### src/sv/far_pkg.sv
package far_pkg;

  localparam int WIDTH     = 16;
  localparam int MAG_W     = WIDTH + 1;
  localparam int PROD_W    = 2 * WIDTH;
  localparam int SUM_W     = 2 * WIDTH + 1;
  localparam int K_W       = $clog2(SUM_W + 1);
  localparam int CNT_W     = $clog2(SUM_W);
  localparam int NUM_OUT_W = 33;
  localparam int DEN_OUT_W = 31;
  localparam int EXT_N_W   = (SUM_W > NUM_OUT_W) ? SUM_W : NUM_OUT_W;
  localparam int EXT_D_W   = (SUM_W > DEN_OUT_W) ? SUM_W : DEN_OUT_W;

  localparam logic [1:0] KIND_ADD = 2'd0;
  localparam logic [1:0] KIND_SUB = 2'd1;
  localparam logic [1:0] KIND_MUL = 2'd2;
  localparam logic [1:0] KIND_DIV = 2'd3;

  typedef enum logic [1:0] {
    MSEL_NUM,
    MSEL_DEN,
    MSEL_CROSS
  } mul_sel_t;

  typedef struct packed {
    logic [1:0]              kind;
    logic signed [WIDTH-1:0] left_numerator;
    logic signed [WIDTH-1:0] left_denominator;
    logic signed [WIDTH-1:0] right_numerator;
    logic signed [WIDTH-1:0] right_denominator;
  } in_item_t;

  typedef struct packed {
    logic signed [NUM_OUT_W-1:0] result_numerator;
    logic [DEN_OUT_W-1:0]        result_denominator;
    logic                        error_code;
  } out_item_t;

  typedef struct packed {
    logic     load;
    logic     mul_en;
    mul_sel_t mul_sel;
    logic     combine;
    logic     gcd_step;
    logic     scale;
    logic     div_step;
    logic     out_load;
  } ctl_cmd_t;

  typedef struct packed {
    logic bad;
    logic addsub;
    logic num_zero;
    logic gcd_done;
    logic out_free;
  } dp_stat_t;

  function automatic logic [MAG_W-1:0] field_mag(input logic signed [WIDTH-1:0] v);
    logic [MAG_W-1:0] ext;
    ext = {v[WIDTH-1], v};
    return v[WIDTH-1] ? (~ext + 1'b1) : ext;
  endfunction

endpackage

### src/sv/far_ctrl.sv
module far_ctrl (
  input  logic               clk,
  input  logic               rst,
  input  logic               in_valid,
  output logic               in_stall,
  input  far_pkg::dp_stat_t  stat,
  output far_pkg::ctl_cmd_t  cmd
);

  typedef enum logic [8:0] {
    S_IDLE      = 9'b000000001,
    S_MUL_NUM   = 9'b000000010,
    S_MUL_DEN   = 9'b000000100,
    S_MUL_CROSS = 9'b000001000,
    S_COMBINE   = 9'b000010000,
    S_GCD       = 9'b000100000,
    S_SCALE     = 9'b001000000,
    S_DIVIDE    = 9'b010000000,
    S_FINISH    = 9'b100000000
  } state_t;

  state_t                     state;
  state_t                     state_next;
  logic [far_pkg::CNT_W-1:0]  cnt;
  logic [far_pkg::CNT_W-1:0]  cnt_next;

  assign in_stall = (state != S_IDLE);

  always_comb begin
    cmd        = '0;
    state_next = state;
    cnt_next   = cnt;
    case (state)
      S_IDLE: begin
        if (in_valid) begin
          cmd.load   = 1'b1;
          state_next = S_MUL_NUM;
        end
      end
      S_MUL_NUM: begin
        if (stat.bad) begin
          state_next = S_FINISH;
        end else begin
          cmd.mul_en  = 1'b1;
          cmd.mul_sel = far_pkg::MSEL_NUM;
          state_next  = S_MUL_DEN;
        end
      end
      S_MUL_DEN: begin
        cmd.mul_en  = 1'b1;
        cmd.mul_sel = far_pkg::MSEL_DEN;
        state_next  = stat.addsub ? S_MUL_CROSS : S_COMBINE;
      end
      S_MUL_CROSS: begin
        cmd.mul_en  = 1'b1;
        cmd.mul_sel = far_pkg::MSEL_CROSS;
        state_next  = S_COMBINE;
      end
      S_COMBINE: begin
        cmd.combine = 1'b1;
        state_next  = S_GCD;
      end
      S_GCD: begin
        if (stat.num_zero) begin
          state_next = S_FINISH;
        end else if (stat.gcd_done) begin
          state_next = S_SCALE;
        end else begin
          cmd.gcd_step = 1'b1;
        end
      end
      S_SCALE: begin
        cmd.scale  = 1'b1;
        cnt_next   = '0;
        state_next = S_DIVIDE;
      end
      S_DIVIDE: begin
        cmd.div_step = 1'b1;
        if (cnt == far_pkg::CNT_W'(far_pkg::SUM_W - 1)) begin
          state_next = S_FINISH;
        end else begin
          cnt_next = cnt + 1'b1;
        end
      end
      S_FINISH: begin
        if (stat.out_free) begin
          cmd.out_load = 1'b1;
          state_next   = S_IDLE;
        end
      end
      default: begin
        state_next = S_IDLE;
      end
    endcase
  end

  always_ff @(posedge clk) begin
    if (rst) begin
      state <= S_IDLE;
      cnt   <= '0;
    end else begin
      state <= state_next;
      cnt   <= cnt_next;
    end
  end

endmodule

### src/sv/far_datapath.sv
module far_datapath (
  input  logic               clk,
  input  logic               rst,
  input  far_pkg::in_item_t  in_item,
  input  far_pkg::ctl_cmd_t  cmd,
  output far_pkg::dp_stat_t  stat,
  output logic               out_valid,
  input  logic               out_stall,
  output far_pkg::out_item_t out_item
);

  logic [1:0]                  kind;
  logic [far_pkg::MAG_W-1:0]   ln_mag, ld_mag, rn_mag, rd_mag;
  logic                        ln_neg, ld_neg, rn_neg, rd_neg;
  logic [far_pkg::PROD_W-1:0]  t1, t2, den;
  logic                        t1_neg, t2_neg, den_neg;
  logic [far_pkg::SUM_W-1:0]   num;
  logic                        num_neg;
  logic [far_pkg::SUM_W-1:0]   ga, gb, g;
  logic [far_pkg::K_W-1:0]     gk;
  logic [far_pkg::SUM_W-1:0]   nq, dq, nr, dr;

  logic [far_pkg::MAG_W-1:0]   op_a, op_b;
  logic                        prod_neg;
  logic [2*far_pkg::MAG_W-1:0] prod_full;
  logic [far_pkg::PROD_W-1:0]  prod;

  logic [far_pkg::SUM_W-1:0]   t1_ext, t2_ext, sum;
  logic                        sum_neg;

  logic [far_pkg::SUM_W-1:0]   ga_next, gb_next;
  logic [far_pkg::K_W-1:0]     gk_next;

  logic [far_pkg::SUM_W:0]     n_rs, d_rs, g_ext;
  logic                        n_ge, d_ge;
  logic [far_pkg::SUM_W:0]     n_rem, d_rem;

  logic                        res_neg;
  logic [far_pkg::EXT_N_W-1:0] n_ext, n_sgn;
  logic [far_pkg::EXT_D_W-1:0] d_ext;
  far_pkg::out_item_t          res;

  always_ff @(posedge clk) begin
    if (cmd.load) begin
      kind   <= in_item.kind;
      ln_mag <= far_pkg::field_mag(in_item.left_numerator);
      ld_mag <= far_pkg::field_mag(in_item.left_denominator);
      rn_mag <= far_pkg::field_mag(in_item.right_numerator);
      rd_mag <= far_pkg::field_mag(in_item.right_denominator);
      ln_neg <= in_item.left_numerator[far_pkg::WIDTH-1];
      ld_neg <= in_item.left_denominator[far_pkg::WIDTH-1];
      rn_neg <= in_item.right_numerator[far_pkg::WIDTH-1];
      rd_neg <= in_item.right_denominator[far_pkg::WIDTH-1];
    end
  end

  always_comb begin
    op_a     = '0;
    op_b     = '0;
    prod_neg = 1'b0;
    case (cmd.mul_sel)
      far_pkg::MSEL_NUM: begin
        op_a = ln_mag;
        if (kind == far_pkg::KIND_MUL) begin
          op_b     = rn_mag;
          prod_neg = ln_neg ^ rn_neg;
        end else begin
          op_b     = rd_mag;
          prod_neg = ln_neg ^ rd_neg;
        end
      end
      far_pkg::MSEL_DEN: begin
        op_a = ld_mag;
        if (kind == far_pkg::KIND_DIV) begin
          op_b     = rn_mag;
          prod_neg = ld_neg ^ rn_neg;
        end else begin
          op_b     = rd_mag;
          prod_neg = ld_neg ^ rd_neg;
        end
      end
      far_pkg::MSEL_CROSS: begin
        op_a     = ld_mag;
        op_b     = rn_mag;
        prod_neg = ld_neg ^ rn_neg ^ (kind == far_pkg::KIND_SUB);
      end
      default: begin
        op_a     = '0;
        op_b     = '0;
        prod_neg = 1'b0;
      end
    endcase
  end

  assign prod_full = op_a * op_b;
  assign prod      = prod_full[far_pkg::PROD_W-1:0];

  always_ff @(posedge clk) begin
    if (cmd.mul_en) begin
      case (cmd.mul_sel)
        far_pkg::MSEL_NUM: begin
          t1     <= prod;
          t1_neg <= prod_neg;
        end
        far_pkg::MSEL_DEN: begin
          den     <= prod;
          den_neg <= prod_neg;
        end
        far_pkg::MSEL_CROSS: begin
          t2     <= prod;
          t2_neg <= prod_neg;
        end
        default: begin
          t1 <= t1;
        end
      endcase
    end
  end

  assign t1_ext = far_pkg::SUM_W'(t1);
  assign t2_ext = far_pkg::SUM_W'(t2);

  always_comb begin
    if (!stat.addsub) begin
      sum     = t1_ext;
      sum_neg = t1_neg;
    end else if (t1_neg == t2_neg) begin
      sum     = t1_ext + t2_ext;
      sum_neg = t1_neg;
    end else if (t1_ext >= t2_ext) begin
      sum     = t1_ext - t2_ext;
      sum_neg = t1_neg;
    end else begin
      sum     = t2_ext - t1_ext;
      sum_neg = t2_neg;
    end
  end

  always_comb begin
    ga_next = ga;
    gb_next = gb;
    gk_next = gk;
    if (!ga[0] && !gb[0]) begin
      ga_next = ga >> 1;
      gb_next = gb >> 1;
      gk_next = gk + 1'b1;
    end else if (!ga[0]) begin
      ga_next = ga >> 1;
    end else if (!gb[0]) begin
      gb_next = gb >> 1;
    end else if (ga >= gb) begin
      ga_next = (ga - gb) >> 1;
    end else begin
      gb_next = (gb - ga) >> 1;
    end
  end

  assign g_ext = {1'b0, g};
  assign n_rs  = {nr, nq[far_pkg::SUM_W-1]};
  assign d_rs  = {dr, dq[far_pkg::SUM_W-1]};
  assign n_ge  = (n_rs >= g_ext);
  assign d_ge  = (d_rs >= g_ext);
  assign n_rem = n_ge ? (n_rs - g_ext) : n_rs;
  assign d_rem = d_ge ? (d_rs - g_ext) : d_rs;

  always_ff @(posedge clk) begin
    if (cmd.combine) begin
      num     <= sum;
      num_neg <= sum_neg;
      ga      <= sum;
      gb      <= far_pkg::SUM_W'(den);
      gk      <= '0;
    end else if (cmd.gcd_step) begin
      ga <= ga_next;
      gb <= gb_next;
      gk <= gk_next;
    end
    if (cmd.scale) begin
      g  <= (ga | gb) << gk;
      nq <= num;
      dq <= far_pkg::SUM_W'(den);
      nr <= '0;
      dr <= '0;
    end else if (cmd.div_step) begin
      nr <= n_rem[far_pkg::SUM_W-1:0];
      dr <= d_rem[far_pkg::SUM_W-1:0];
      nq <= {nq[far_pkg::SUM_W-2:0], n_ge};
      dq <= {dq[far_pkg::SUM_W-2:0], d_ge};
    end
  end

  assign res_neg = num_neg ^ den_neg;
  assign n_ext   = far_pkg::EXT_N_W'(nq);
  assign n_sgn   = res_neg ? (~n_ext + 1'b1) : n_ext;
  assign d_ext   = far_pkg::EXT_D_W'(dq);

  always_comb begin
    if (stat.bad) begin
      res.result_numerator   = '0;
      res.result_denominator = '0;
      res.error_code         = 1'b1;
    end else if (stat.num_zero) begin
      res.result_numerator   = '0;
      res.result_denominator = far_pkg::DEN_OUT_W'(1);
      res.error_code         = 1'b0;
    end else begin
      res.result_numerator   = $signed(n_sgn[far_pkg::NUM_OUT_W-1:0]);
      res.result_denominator = d_ext[far_pkg::DEN_OUT_W-1:0];
      res.error_code         = 1'b0;
    end
  end

  always_ff @(posedge clk) begin
    if (rst) begin
      out_valid <= 1'b0;
    end else if (cmd.out_load) begin
      out_valid <= 1'b1;
    end else if (!out_stall) begin
      out_valid <= 1'b0;
    end
  end

  always_ff @(posedge clk) begin
    if (cmd.out_load) begin
      out_item <= res;
    end
  end

  assign stat.bad      = (ld_mag == '0) || (rd_mag == '0) ||
                         ((kind == far_pkg::KIND_DIV) && (rn_mag == '0));
  assign stat.addsub   = (kind == far_pkg::KIND_ADD) || (kind == far_pkg::KIND_SUB);
  assign stat.num_zero = (num == '0);
  assign stat.gcd_done = (ga == '0) || (gb == '0);
  assign stat.out_free = !out_valid || !out_stall;

endmodule

### src/sv/fraction_arith_reduce_top.sv
// Signed fraction add, subtract, multiply and divide with the result reduced to lowest
// terms and the sign carried on the numerator. One item is worked at a time; a new item
// is taken while the previous result still waits in the output register. An item passes
// through a load, two or three products on the shared multiplier, a combine, the binary
// GCD loop (one shift or subtract-and-shift per cycle, data dependent), a scale step that
// forms the divisor, and a restoring division that divides numerator and denominator by
// the GCD side by side. A zero denominator, or a divide by a zero numerator, returns 0/0
// with error_code set; a zero result returns 0/1 without the GCD and division passes.
module fraction_arith_reduce_top (
  input  logic               clk,
  input  logic               rst,
  input  logic               in_valid,
  output logic               in_stall,
  input  far_pkg::in_item_t  in_item,
  output logic               out_valid,
  input  logic               out_stall,
  output far_pkg::out_item_t out_item
);

  far_pkg::ctl_cmd_t cmd;
  far_pkg::dp_stat_t stat;

  far_ctrl u_ctrl (
    .clk      (clk),
    .rst      (rst),
    .in_valid (in_valid),
    .in_stall (in_stall),
    .stat     (stat),
    .cmd      (cmd)
  );

  far_datapath u_datapath (
    .clk       (clk),
    .rst       (rst),
    .in_item   (in_item),
    .cmd       (cmd),
    .stat      (stat),
    .out_valid (out_valid),
    .out_stall (out_stall),
    .out_item  (out_item)
  );

endmodule

### config.mk
export PLATFORM = sky130hd
export DESIGN_NAME = fraction_arith_reduce_top
export DESIGN_NICKNAME = d
export VERILOG_FILES = /design/src/sv/far_pkg.sv /design/src/sv/far_ctrl.sv /design/src/sv/far_datapath.sv /design/src/sv/fraction_arith_reduce_top.sv
export SDC_FILE = /design/constraint.sdc
export NUM_CORES = 2
export LEC_CHECK = 0
export BUFFER_PORTS_ARGS = -buffer_cell sky130_fd_sc_hd__buf_2
export CAP_MARGIN = 10
export CORE_ASPECT_RATIO = 1.1
export CORE_MARGIN = 1.5
export CORE_UTILIZATION = 45
export CTS_CLUSTER_SIZE = 12
export DETAILED_ROUTE_END_ITERATION = 10
export PLACE_DENSITY = 0.7
export SKIP_CTS_REPAIR_TIMING = 1
export SYNTH_ARGS = -nofsm -noshare
export SYNTH_HDL_FRONTEND = slang
export SYNTH_SLANG_ARGS = --single-unit
### constraint.sdc
create_clock -name clk -period 11.6 [get_ports clk]
set_input_delay 1.16 -clock clk [delete_from_list [all_inputs] [get_ports clk]]
set_output_delay 1.16 -clock clk [all_outputs]
set_load 0.05 [all_outputs]
==> summary.md <==
| Metric | Value |
|---|---|
| Hold Fails Final Rpt | 0 |
| Number of max-slew violations in the final report | 0 |
| Clock-pin slew on the worst setup and hold paths | 60 ps |
| Routed wire length | 147 mm |
| CTS tree | yes |
| RSZ-0062 raised after global routing | no |
| Final instance count without filler cells | 6503 |
| Clk Latency, worst-skew pair | 700 ps |
| H-Tree Depth | 2 |
| Fin Clk Skew | 67.9 ps |
| Sequential element share of the synthesized area | 0.324 |
| Outcome | finished, final reports clean |
| Inst Count DP | 6396 |
| CTS max path bufs | 3 |
| Die Wd | 307 µm |
| Setup CP Type | flop to flop |
| Synth Register Bits | 524 |
| Core Area | 101000 µm² |
| Setup tns final | 0 ps |
| Unique cell type count in the Yosys netlist | 100 |
| CP startpoint kind | flop |
| Gr ovfl total | 0 |
| Die Area | 104000 µm² |
| Post-Synthesis Cell Area | 45800 µm² |
| Worst min-delay path category | flop to flop |
| Asr flop ratio synth | 0 |
| Final setup fails | 0 |
| Total global-route track usage | 0.277 |
| Nets | 5823 |
| P&R area growth vs syn | 8.05% |
| Most common cell on crit path | fa_1 |
| Worst EP required | 11950 ps |
| Largest stage delay, worst path | 870 ps |
| Initial cell density of the core | 0.454 |
| CP bufs+invs | 5 |
| Largest net degree at the start of global routing | 75 |
| Max-slew headroom | 0.140 |
| IO Port Bufs | 136 |
| Global-route wire length before repair | 221 mm |
| Clock root buffer | clkbuf_16 |
| Layout cells sized above 1 | 0.0727 |
| Ys Warns | 0 |
| Predominant post-synthesis flop cell | edfxtp_1 |
| CP max stage cell | a31oi_2 |
| Met1 Use GR | 0.331 |
| Global placer's final weighted congestion | 1.04 |
| Syn avg cell area | 8.90 µm² |
| Worst slew pin tran | 1280 ps |
| Post-route DRC | 0 |
| Critical Path End Type | flop |
| Crit-path max FO | 24 |
| # IOs | 137 |
| Worst hold slack | 465 ps |
| GRT met2 Usage | 0.481 |
| Post-DP HPWL | 116 mm |
| Cell family with most CP delay | adder cells |
| Initial antenna violation count | 6 |
| Max Cap Viol | 0 |
| WL per Instance | 22.5 µm |
| Via density | 6.00 |
| TritonCTS buffer count | 58 |
| 1st-pass router iterations | 6 |
| Fin crit period | 9490 ps |
| # rows | 122 |
| Post-route ant nets | 0 |
| Sink Count | 524 |
| Starting DRT DRC Count | 3789 |
| Number of synthesized flops with an enable pin | 435 |
| Vias in the first global route | 37600 |
| Met3 Use GR | 0.0360 |
| FMAX | 105 MHz |
| Die H | 338 µm |
| Final cycle utilization of the critical path | 0.818 |
| Post-Synthesis Cells | 5145 |
| Worst endpoint data arrival time | 9840 ps |
| GR peak layer | met2 |
| Vias | 39000 |
[layout by cell type, fill, tap and decap left out, drive strengths merged, types with 41 or more instances in the layout]
| cell type | n |
|---|---|
| nand2 | 634 |
| inv | 562 |
| nor2 | 479 |
| edfxtp | 435 |
| ha | 368 |
| a21oi | 357 |
| o21ai | 258 |
| fa | 230 |
| xnor2 | 204 |
| buf | 179 |
| nand3 | 105 |
| nor3 | 95 |
| dfxtp | 89 |
| clkbuf | 75 |
| nor4 | 71 |
| mux2i | 67 |
| a21o | 63 |
| nand2b | 59 |
| xor2 | 59 |
| a211oi | 58 |
| o31ai | 51 |
| o21bai | 47 |
| and3 | 45 |
| nor2b | 43 |
| o21a | 43 |
| a22oi | 41 |
[tightest hold or removal path: stages, from the launching register on]
cell and delay, ps:
dfxtp_1 320, nand2_1 60, nand2_1 40
[cells in the mapped netlist, drive strengths merged (12+ instances only)]
cell	n	area, µm²
mux2	16	180
o211ai	24	185
xor2	59	517
edfxtp	435	13100
a221oi	39	360
o21a	43	330
xnor2	204	1790
nand2b	59	369
o31ai	51	383
fa	230	4600
a21oi	357	1800
nor2	479	1800
o21ai	258	1300
a21o	63	473
a22oi	41	308
nor2b	43	269
o21bai	47	353
o41ai	18	158
nor3	95	492
and3	45	282
buf	51	285
nand3	105	526
a221o	17	170
a31oi	30	194
clkbuf	181	679
inv	563	2110
ha	368	4600
dfxtp	89	1780
a211oi	58	445
a211o	12	105
nand4	37	231
mux2i	67	671
nand2	634	2380
nor4	71	465
or2	40	250
and2	23	144
or3	24	150
or4	16	120
[layout make-up]
cell class	count	area, µm²
repair buffers	179	1000
flip-flops and latches	524	14800
inverters	568	2140
clock buffers	75	1570
fillers	9484	51300
diodes	3	7.51
clock inverters	28	364
well taps	1302	1630
multi-input cells	3824	27900
[cells by family after synthesis]
family | synth area share
AND/OR/NAND/NOR | 0.169
AO/OA/AOI/OAI | 0.166
XOR/XNOR | 0.0503
adder cells (fa/ha/maj) | 0.201
flip-flops | 0.324
multiplexers | 0.0215
other | 0.0000819
buffers and inverters | 0.0676
[final timing paths]
| kind | startpoint | to | slack [ps] | cells after the start |
|---|---|---|---|---|
| setup / recovery | u_ctrl.state[0] | u_datapath.t1[31] | 2110 | 29 |
| setup reg to reg | u_ctrl.state[0] | u_datapath.t1[31] | 2110 | 29 |
| hold / removal | u_datapath.dr[27] | u_datapath.dr[27] | 460 | 2 |
| hold reg to reg | u_datapath.dr[27] | u_datapath.dr[27] | 460 | 2 |
[through the flow]
stage / area [µm²] / utilization / setup slack (ps)
after floorplan: 45800 / - / 2890
after global placement: 47500 / 0.472 / 2440
after detailed placement: 47500 / 0.472 / 2290
after CTS: 49400 / 0.491 / 2230
after global routing: 49500 / 0.491 / 1510
final: 49500 / 0.491 / 2110
[sequential cells by signal, indices dropped and copies added, names as in the netlist, 32 cells and up]
name                 cells
u_datapath.g            33
u_datapath.d_ext        33
u_datapath.out_item     65
u_datapath.num          33
u_datapath.gb           32
u_datapath.n_ext        33
u_datapath.nr           33
u_datapath.t1           32
u_datapath.ga           33
u_datapath.dr           33
u_datapath.den          32
u_datapath.t2           32
[routing by layer]
| layer | wire, µm | vias to the layer above | share of wire |
|---|---|---|---|
| met5 | 36 | - | 0.00025 |
| met1 | 55600 | 18900 | 0.38 |
| met3 | 10500 | 438 | 0.071 |
| li1 | - | 17900 | - |
| met2 | 71000 | 1741 | 0.48 |
| met4 | 9370 | 6 | 0.064 |
Power is left out: the tool's default activity adds up to more than one toggle a clock period on the data nets, which glitch-free logic cannot reach.
